<file path="src/design/utf8sd_pkg.sv">
`default_nettype none

package utf8sd_pkg;

   localparam int unsigned ByteWidth   = 8;
   localparam int unsigned CpWidth     = 31;
   localparam int unsigned CountWidth  = 16;
   localparam int unsigned PendWidth   = 3;
   localparam int unsigned CsrIdxWidth = 2;
   localparam int unsigned CsrWidth    = 16;

   // Lead byte classification: mask and match per sequence length
   localparam logic [ByteWidth-1:0] AsciiMask  = 8'h80;
   localparam logic [ByteWidth-1:0] Lead2Mask  = 8'hE0;
   localparam logic [ByteWidth-1:0] Lead2Match = 8'hC0;
   localparam logic [ByteWidth-1:0] Lead3Mask  = 8'hF0;
   localparam logic [ByteWidth-1:0] Lead3Match = 8'hE0;
   localparam logic [ByteWidth-1:0] Lead4Mask  = 8'hF8;
   localparam logic [ByteWidth-1:0] Lead4Match = 8'hF0;
   localparam logic [ByteWidth-1:0] Lead5Mask  = 8'hFC;
   localparam logic [ByteWidth-1:0] Lead5Match = 8'hF8;
   localparam logic [ByteWidth-1:0] Lead6Mask  = 8'hFE;
   localparam logic [ByteWidth-1:0] Lead6Match = 8'hFC;

   localparam logic [CountWidth-1:0] CountMax = {CountWidth{1'b1}};
   localparam logic [PendWidth-1:0]  PendMax  = 3'd5;

   typedef enum logic [CsrIdxWidth-1:0] {
      CSR_TRUNCATE_SIXTEEN = 2'd0,
      CSR_LIMIT_ENABLE     = 2'd1,
      CSR_CHAR_LIMIT       = 2'd2
   } csr_index_type;

endpackage

`default_nettype wire

</file>
<file path="src/design/utf8_stream_decoder.sv">
`default_nettype none
// An accepted beat's code point goes straight into the result register behind rsp_.
// Throughput: one byte per cycle while the result slot is free or draining; the state
// update and the result register sit behind a single pass of decode logic, and the result
// register is refilled while being drained. Reset (synchronous, active high): clears decode
// state, registers and rsp_valid; req_ready is held low while reset is high.

module utf8_stream_decoder (
   input  wire logic                                 clock,
   input  wire logic                                 reset,
   input  wire logic                                 req_valid,
   output logic                                      req_ready,
   input  wire logic [utf8sd_pkg::ByteWidth-1:0]     req_data_byte,
   input  wire logic                                 req_string_start,
   output logic                                      rsp_valid,
   input  wire logic                                 rsp_ready,
   output logic [utf8sd_pkg::CpWidth-1:0]            rsp_code_point,
   input  wire logic                                 csr_write_enable,
   input  wire logic [utf8sd_pkg::CsrIdxWidth-1:0]   csr_index,
   input  wire logic [utf8sd_pkg::CsrWidth-1:0]      csr_write_data
);

   // Configuration registers
   logic                                  truncate_ff;
   logic                                  limit_enable_ff;
   logic [utf8sd_pkg::CountWidth-1:0]     char_limit_ff;

   // Decode state
   logic [utf8sd_pkg::PendWidth-1:0]      pending_ff,  pending_in;
   logic [utf8sd_pkg::CpWidth-1:0]        partial_ff,  partial_in;
   logic [utf8sd_pkg::CountWidth-1:0]     emitted_ff,  emitted_in;
   logic                                  ended_ff,    ended_in;

   // Result register
   logic                                  rsp_valid_ff;
   logic [utf8sd_pkg::CpWidth-1:0]        rsp_cp_ff,   rsp_cp_in;

   // State as seen by this beat, after the start flag has cleared it
   logic [utf8sd_pkg::PendWidth-1:0]      pend_eff;
   logic [utf8sd_pkg::CpWidth-1:0]        part_eff;
   logic [utf8sd_pkg::CountWidth-1:0]     cnt_eff;
   logic                                  ended_eff;

   logic                                  emit;
   logic [utf8sd_pkg::CpWidth-1:0]        emit_value;
   logic                                  accept;
   logic [utf8sd_pkg::ByteWidth-1:0]      b;

   // Take a new beat whenever the result slot is empty or is being drained
   assign req_ready = !reset && (!rsp_valid_ff || rsp_ready);
   assign accept    = req_valid && req_ready;
   assign b         = req_data_byte;

   assign rsp_valid      = rsp_valid_ff;
   assign rsp_code_point = rsp_cp_ff;

   always_comb begin
      pend_eff  = req_string_start ? '0 : pending_ff;
      part_eff  = req_string_start ? '0 : partial_ff;
      cnt_eff   = req_string_start ? '0 : emitted_ff;
      ended_eff = req_string_start ? 1'b0 : ended_ff;

      pending_in = pend_eff;
      partial_in = part_eff;
      ended_in   = ended_eff;
      emit       = 1'b0;
      emit_value = '0;

      if (!ended_eff) begin
         if (pend_eff != '0) begin
            // Continuation: shift in the low six bits, no check on the marker bits
            partial_in = {part_eff[utf8sd_pkg::CpWidth-7:0], b[5:0]};
            pending_in = pend_eff - 3'd1;
            if (pend_eff == 3'd1) begin
               emit       = 1'b1;
               emit_value = partial_in;
            end
         end else if (b == '0) begin
            // NUL lead closes the string
            ended_in = 1'b1;
         end else if (limit_enable_ff && (cnt_eff >= char_limit_ff)) begin
            ended_in = 1'b1;
         end else if ((b & utf8sd_pkg::AsciiMask) == '0) begin
            emit       = 1'b1;
            emit_value = {{(utf8sd_pkg::CpWidth-utf8sd_pkg::ByteWidth){1'b0}}, b};
         end else if ((b & utf8sd_pkg::Lead2Mask) == utf8sd_pkg::Lead2Match) begin
            partial_in = {{(utf8sd_pkg::CpWidth-5){1'b0}}, b[4:0]};
            pending_in = 3'd1;
         end else if ((b & utf8sd_pkg::Lead3Mask) == utf8sd_pkg::Lead3Match) begin
            partial_in = {{(utf8sd_pkg::CpWidth-4){1'b0}}, b[3:0]};
            pending_in = 3'd2;
         end else if ((b & utf8sd_pkg::Lead4Mask) == utf8sd_pkg::Lead4Match) begin
            partial_in = {{(utf8sd_pkg::CpWidth-3){1'b0}}, b[2:0]};
            pending_in = 3'd3;
         end else if ((b & utf8sd_pkg::Lead5Mask) == utf8sd_pkg::Lead5Match) begin
            partial_in = {{(utf8sd_pkg::CpWidth-2){1'b0}}, b[1:0]};
            pending_in = 3'd4;
         end else if ((b & utf8sd_pkg::Lead6Mask) == utf8sd_pkg::Lead6Match) begin
            partial_in = {{(utf8sd_pkg::CpWidth-1){1'b0}}, b[0]};
            pending_in = 3'd5;
         end else begin
            // Stray continuation or 0xFE/0xFF: pass the byte through as is
            emit       = 1'b1;
            emit_value = {{(utf8sd_pkg::CpWidth-utf8sd_pkg::ByteWidth){1'b0}}, b};
         end
      end

      // Truncate mode keeps the low sixteen bits only
      rsp_cp_in = truncate_ff ? {15'd0, emit_value[15:0]} : emit_value;

      // Count emitted characters, saturating
      emitted_in = cnt_eff;
      if (emit && (cnt_eff != utf8sd_pkg::CountMax)) begin
         emitted_in = cnt_eff + 16'd1;
      end
   end

   always_ff @(posedge clock) begin
      if (reset) begin
         truncate_ff     <= 1'b0;
         limit_enable_ff <= 1'b0;
         char_limit_ff   <= '0;
         pending_ff      <= '0;
         partial_ff      <= '0;
         emitted_ff      <= '0;
         ended_ff        <= 1'b0;
         rsp_valid_ff    <= 1'b0;
      end else begin
         if (csr_write_enable) begin
            case (csr_index)
               utf8sd_pkg::CSR_TRUNCATE_SIXTEEN: truncate_ff     <= csr_write_data[0];
               utf8sd_pkg::CSR_LIMIT_ENABLE:     limit_enable_ff <= csr_write_data[0];
               utf8sd_pkg::CSR_CHAR_LIMIT:       char_limit_ff   <= csr_write_data;
               default: ; // drop writes beyond the register list
            endcase
         end

         // Drain the result slot, then refill it from an accepted beat
         if (rsp_valid_ff && rsp_ready) begin
            rsp_valid_ff <= 1'b0;
         end
         if (accept) begin
            pending_ff   <= pending_in;
            partial_ff   <= partial_in;
            emitted_ff   <= emitted_in;
            ended_ff     <= ended_in;
            if (emit) begin
               rsp_valid_ff <= 1'b1;
            end
         end
      end
   end

   // Payload register, no reset
   always_ff @(posedge clock) begin
      if (accept && emit) begin
         rsp_cp_ff <= rsp_cp_in;
      end
   end

   // Legacy six-byte form is the longest sequence
   a_pending_range: assert property (@(posedge clock) disable iff (reset)
      pending_ff <= utf8sd_pkg::PendMax)
      else $error("bytes pending beyond longest sequence");

   // An ended string emits nothing until the next start flag
   a_ended_silent: assert property (@(posedge clock) disable iff (reset)
      (accept && ended_ff && !req_string_start) |=> !rsp_valid_ff)
      else $error("result emitted after end of string");

   // Character count only grows within a string
   a_count_monotonic: assert property (@(posedge clock) disable iff (reset)
      (accept && !req_string_start) |=> (emitted_ff >= $past(emitted_ff)))
      else $error("character count went backwards");

   // A result carries the continuation count down to zero
   a_emit_closes_seq: assert property (@(posedge clock) disable iff (reset)
      (accept && emit) |=> (pending_ff == '0))
      else $error("result emitted with continuation bytes outstanding");

endmodule

`default_nettype wire

</file>
<file path="config.mk">
export PLATFORM = sky130hd
export DESIGN_NAME = utf8_stream_decoder
export DESIGN_NICKNAME = d
export VERILOG_FILES = /design/src/design/utf8sd_pkg.sv /design/src/design/utf8_stream_decoder.sv
export SDC_FILE = /design/constraint.sdc
export NUM_CORES = 1
export LEC_CHECK = 0
export BUFFER_PORTS_ARGS = -buffer_cell sky130_fd_sc_hd__buf_2
export CAP_MARGIN = 20
export CORE_AREA = 3 3 128 130
export CTS_BUF_LIST = sky130_fd_sc_hd__clkbuf_16
export CTS_CLUSTER_DIAMETER = 60
export DETAILED_ROUTE_END_ITERATION = 8
export DIE_AREA = 0 0 131 133
export GPL_TIMING_DRIVEN = 0
export PLACE_DENSITY_LB_ADDON = 0.08
export RECOVER_POWER = 25
export SLEW_MARGIN = 25
export SYNTH_ARGS = -nofsm -noshare
export SYNTH_HDL_FRONTEND = slang
export SYNTH_SLANG_ARGS = --single-unit
export TNS_END_PERCENT = 50
</file>
<file path="constraint.sdc">
create_clock -name clock -period 4.1 [get_ports clock]
set_clock_uncertainty 0.2 [all_clocks]
set_input_delay 0 -clock clock [delete_from_list [all_inputs] [get_ports clock]]
set_output_delay 0 -clock clock [all_outputs]
set_load 0.02 [all_outputs]
</file>
Word-level counts from Yosys, hierarchy flattened --
Cells that the tools add are included.
Cells by class: add/subtract/negate cells 2, magnitude comparators 1, equal/unequal tests 9, muxes and demuxes 54, reductions and logical operators 17
Operator list (number):
- 31-bit two-way mux | 14
- 8-bit two-way mux | 8
- 3-bit two-way mux | 11
- 16-bit two-way mux | 2
- 1-bit two-way mux | 19
- 16-bit by 1-bit adder with 16-bit output, second input constant | 1
- 16-bit greater-or-equal comparator | 1
- 8-bit zero test | 2
- 16-bit inequality test, second input constant | 1
- 7-bit equality test, second input constant | 1
- 6-bit equality test, second input constant | 1
- 1-bit logical AND | 6
- 2-bit AND reduction | 3
- 5-bit equality test, second input constant | 1
- 4-bit equality test, second input constant | 1
- 3-bit by 1-bit equality test with 1-bit output, second input constant | 1
- 3-bit equality test, second input constant | 1
- 3-bit nonzero test | 1
- 3-bit by 1-bit subtractor with 3-bit output, second input constant | 1
- 2-bit by 1-bit equality test with 1-bit output, second input constant | 1
- 2-bit equality test, second input constant | 1
- 1-bit zero test | 2
- 2-bit zero test | 1
- 2-bit OR reduction | 1
- 1-bit logical OR | 1
Storage, ports and cells: flip-flop bits (word level) 101, output and inout bits 33

Longest topological paths before layout --
depth in word-level cells 13, depth in mapped cells 13, mapped depth without buffers 10

Worst setup path before layout --
Ideal clock, no wire load.
kind in2reg, from input req_string_start, to register rsp_cp_ff (netlist bit rsp_code_point[0]) (enable), setup time 0.419 ns, arrival time 3.123 ns, data required time 3.481 ns, slack 0.358 ns, stages 10, buffers on the path 2, cells stage by stage clkbuf_1 > clkbuf_1 > nor2b_1 > ha_1 > and4_1 > o21a_1 > a31oi_1 > a211o_1 > a31oi_2 > nor2_1
Between the ends: cells in the longest elaborated chain, start to end 8
RTL lines:
- from (decl) | RTL line utf8_stream_decoder.sv:14 | input wire logic req_string_start,
- 16-bit two-way mux | RTL line utf8_stream_decoder.sv:60 | cnt_eff = req_string_start ? '0 : emitted_ff;
- 16-bit greater-or-equal comparator | RTL line utf8_stream_decoder.sv:81 | end else if (limit_enable_ff && (cnt_eff >= char_limit_ff)) begin
- 1-bit logical AND | RTL line utf8_stream_decoder.sv:81
- 1-bit two-way mux | RTL line utf8_stream_decoder.sv:81
- 1-bit two-way mux | RTL line utf8_stream_decoder.sv:78 | end else if (b == '0) begin
- 1-bit two-way mux | RTL line utf8_stream_decoder.sv:70 | if (pend_eff != '0) begin
- 1-bit two-way mux (*) | RTL line utf8_stream_decoder.sv:69 | if (!ended_eff) begin
- 1-bit logical AND (*) | RTL line utf8_stream_decoder.sv:156 | if (accept && emit) begin
- to (signal assigned) | RTL line utf8_stream_decoder.sv:157 | rsp_cp_ff <= rsp_cp_in;
- to (decl) | RTL line utf8_stream_decoder.sv:36 | logic [utf8sd_pkg::CpWidth-1:0] rsp_cp_ff, rsp_cp_in;
Every way passes the cells marked *; elsewhere a longest branch is shown, timed or not. A chain may end at the register's enable or synchronous reset.

Worst setup path after layout --
from input req_string_start, to register rsp_valid_ff, in the netlist rsp_valid
Between the ends: cells in the longest elaborated chain, start to end 9
RTL lines:
- 16-bit two-way mux | RTL line utf8_stream_decoder.sv:60
- 16-bit greater-or-equal comparator | RTL line utf8_stream_decoder.sv:81
- 1-bit logical AND | RTL line utf8_stream_decoder.sv:81
- 1-bit two-way mux | RTL line utf8_stream_decoder.sv:81
- 1-bit two-way mux | RTL line utf8_stream_decoder.sv:78
- 1-bit two-way mux | RTL line utf8_stream_decoder.sv:70
- 1-bit two-way mux (*) | RTL line utf8_stream_decoder.sv:69
- 1-bit two-way mux (*) | RTL line utf8_stream_decoder.sv:147 | if (emit) begin
- 1-bit two-way mux (*) | RTL line utf8_stream_decoder.sv:142 | if (accept) begin
- to (signal assigned) | RTL line utf8_stream_decoder.sv:127 | rsp_valid_ff <= 1'b0;
- to (signal assigned) | RTL line utf8_stream_decoder.sv:140 | rsp_valid_ff <= 1'b0;
- to (signal assigned) | RTL line utf8_stream_decoder.sv:148 | rsp_valid_ff <= 1'b1;
- to (decl) | RTL line utf8_stream_decoder.sv:35 | logic rsp_valid_ff;
Marks and branches as above.

==> metrics.md <==
| Metric | Value |
|---|---|
| Clock buffer count from CTS | 9 |
| Final WL | 13000 um |
| First-pass GRT wire length | 20800 um |
| Mapped Area | 0.00474 sq mm |
| Synth area leader | dfxtp_1 |
| Wire per inst | 15.7 um |
| Combined area of the multi-input logic cells | 0.00232 sq mm |
| Crit Path Max Fanout | 10 |
| Share of layout cells above drive strength 1 | 10.9% |
| Synthesized instance count | 508 |
| Pwr per Cell Area | 362 mW/mm^2 |
| Status | completed |
| Vias/cell | 4.99 |
| CTS tree | built |
| Clk_lat worst skew | 350 ps |
| Slew Viols, Final | 0 |
| Ys async rst share | 0% |
| Port Buf Inserts | 62 |
| Residual DRC | 0 |
| Top-Level Pins | 65 |
| WP data required | 4190 ps |
| Hold Path Depth | 5 |
| Fin crit share | 87.2% |
| HP Class | primary input to register |
| Post-synthesis sequential area ratio | 46.7% |
| Max Clk Rate | 0.280 GHz |
| Max clock buf depth | 2 |
| Worst VDD drop | 0.000198 V |
| CTS root buf | clkbuf_16 |
| Leak | 2.21 nW |
| Synth warn | 0 |
| Place WS | 368 ps |
| Fillers | 1552 |
| Die ar. | 0.0174 sq mm |
| Slew margin rel. | 34.8% |
| Final worst path period need | 3580 ps |
| Worst Reg-to-Reg Cells | 11 |
| Setup bufs post-CTS | 0 |
| Final Hold Fails | 0 |
| Final setup fails | 0 |
| Antenna violations before repair | 0 |
| H-tree depth | 3 |
| Post-synth top area share | 27.0% |
| Reg2reg setup slack | 780 ps |
| Vias in the first global route | 4003 |
| Placed Cells | 782 |
| Die span in y | 133 um |
| Largest net degree at the start of global routing | 26 |
| RSZ-0062 raised after global routing | false |
| CTS sink count | 95 |
| Starting Density | 31.0% |
| ANT nets after route | 0 |
| Global-route usage over all layers | 15.1% |
| Total number of vias | 4130 |
| Post-synth EDFFs | 31 |
| Setup CP Type | primary input to register |
| FF+latch area | 0.00221 sq mm |
| Area Growth Syn to Fin | 24.7% |
| Number of core rows | 45 |
| Most used DFF post-synth | dfxtp_1 |
| Seq cells post-synth | 95 |
| Clock transition at path regs | 70 ps |
| Reported max-cap violation count | 0 |
| Iteration-0 DRC Markers | 350 |
| HPWL after DPL | 9320 um |
| Drt pass-1 iters | 5 |
| Largest cells by area after synthesis | dfxtp_1 (27%), edfxtp_1 (20%), nand2_1 (5.2%), ha_1 (5.0%), a21oi_1 (4.2%) |
| CP arrival | 3660 ps |
| Non-Filler Instances | 828 |
| Yosys cell types | 58 |
| # diodes | 0 |
| CP Launch Type | primary input |
| Mean Syn Cell Area | 9.32 sq um |
| Fin nets | 663 |
| Post-route worst setup slack | 524 ps |
| GRT Residual Overflow | 0 |
| Post-CTS Resized | 0 |
| Core Area | 0.0153 sq mm |
| Syn nets | 559 |
| Placer Congestion | 0.818 |
| Crit end category | register |
| Power, Total | 2.14 mW |
| Pin slew with the least headroom to its limit | 968 ps |
| Die W | 131 um |
[worst max-delay path: stages]
cell           delay, ps
buf_2                190
clkbuf_1             510
clkbuf_1             380
nor2b_1              100
ha_1                 300
and4_1               240
o21a_1               120
a31oi_1              350
a211o_1              230
a31o_2               230
buf_2                270
a21oi_1              100
dlygate4sd3_1        560
nor2_1                80
[cells by family (layout without fill, tap and decap cells)]
| family | Yosys count | after routing | share of synthesized area [%] |
|---|---|---|---|
| simple gates | 205 | 205 | 22.3 |
| compound gates | 128 | 128 | 18.9 |
| flops | 95 | 95 | 46.7 |
| buf+inv | 50 | 159 | 4.52 |
| fa+ha+maj | 19 | 19 | 5.02 |
| mux | 11 | 11 | 2.54 |
[synth_stat cells, drive strengths merged, types with 3 or more instances]
master / instances
nand2: 65
dfxtp: 64
a21oi: 43
and2: 33
edfxtp: 31
nor2: 26
inv: 24
a22o: 19
ha: 19
clkbuf: 17
nand3: 16
nor2b: 15
a31oi: 14
o21ai: 13
nand4: 11
nor3: 11
and3: 10
buf: 9
mux2i: 6
a211oi: 5
a31o: 5
mux2: 5
nand2b: 5
a32o: 4
nor4: 4
a21o: 3
o41ai: 3
[flip-flops by register name, summed over array words and instances (netlist names)]
name and cells:
char_limit_ff 16, rsp_valid 1, truncate_ff 1, ended_ff 1, pending_ff 3, limit_enable_ff 1
partial_ff 25, emitted_ff 16, rsp_code_point 31
[report_power, final]
part           internal (mW)  total (mW)  switching [mW]  leakage, nW
clock network          0.483       0.868           0.386        0.154
logic                 0.0963       0.261           0.165         1.24
registers              0.999        1.01          0.0109        0.813
total                   1.58        2.14           0.561         2.21
[routing by layer]
layer	global-route usage (%)	wire (um)
met1	20.2	6020
met4	5.09	199
met3	2.58	547
met5	0	0
met2	24.6	6200
[cell usage in the layout (no fill, tap or decap), types with 24 or more instances in the layout]
cell type      instances
a21oi_1               40
and2_1                32
buf_2                 31
clkbuf_1              52
dfxtp_1               64
dlygate4sd3_1         30
edfxtp_1              31
inv_1                 25
nand2_1               65
nor2_1                24
[path summary, 6_finish.rpt]
path	startpoint	to
worst min register to register	char_limit_ff[6]$_SDFFE_PP0P_	char_limit_ff[6]$_SDFFE_PP0P_
worst min-delay path	req_data_byte[5]	ended_ff$_SDFFE_PP0P_
worst max register to register	emitted_ff[3]$_SDFFE_PP0P_	rsp_valid$_SDFF_PP0_
worst max-delay path	req_string_start	rsp_valid$_SDFF_PP0_
[what timing repair did]
action,4_1_cts,5_1_grt
endpoints found under the setup margin,0,0
hold endpoints to repair,33,0
hold buffers,30,0
[stage by stage]
step / hold WS (ps) / setup TNS (ps) / util [%] / cell area (sq um)
finish: 48.1 / 0 / 38.7 / 5910
detailed placement: 47.2 / 0 / 35.0 / 5350
CTS: 26.7 / 0 / 39.0 / 5950
floorplan: -109 / 0 / - / 4740
global route: 69.7 / 0 / 38.7 / 5910
global placement: 41.7 / -32860 / 34.8 / 5310
[cell type report]
type                    count  area share (%)
clock buffers               9            3.81
flip-flops and latches     95            37.4
clock inverters             7            1.36
inverters                  24            1.52
multi-input cells         363            39.2
plain buffers              26            2.10
repair buffers             93            10.1
well taps                 211            4.47
Power figures use the tool's default switching activity.
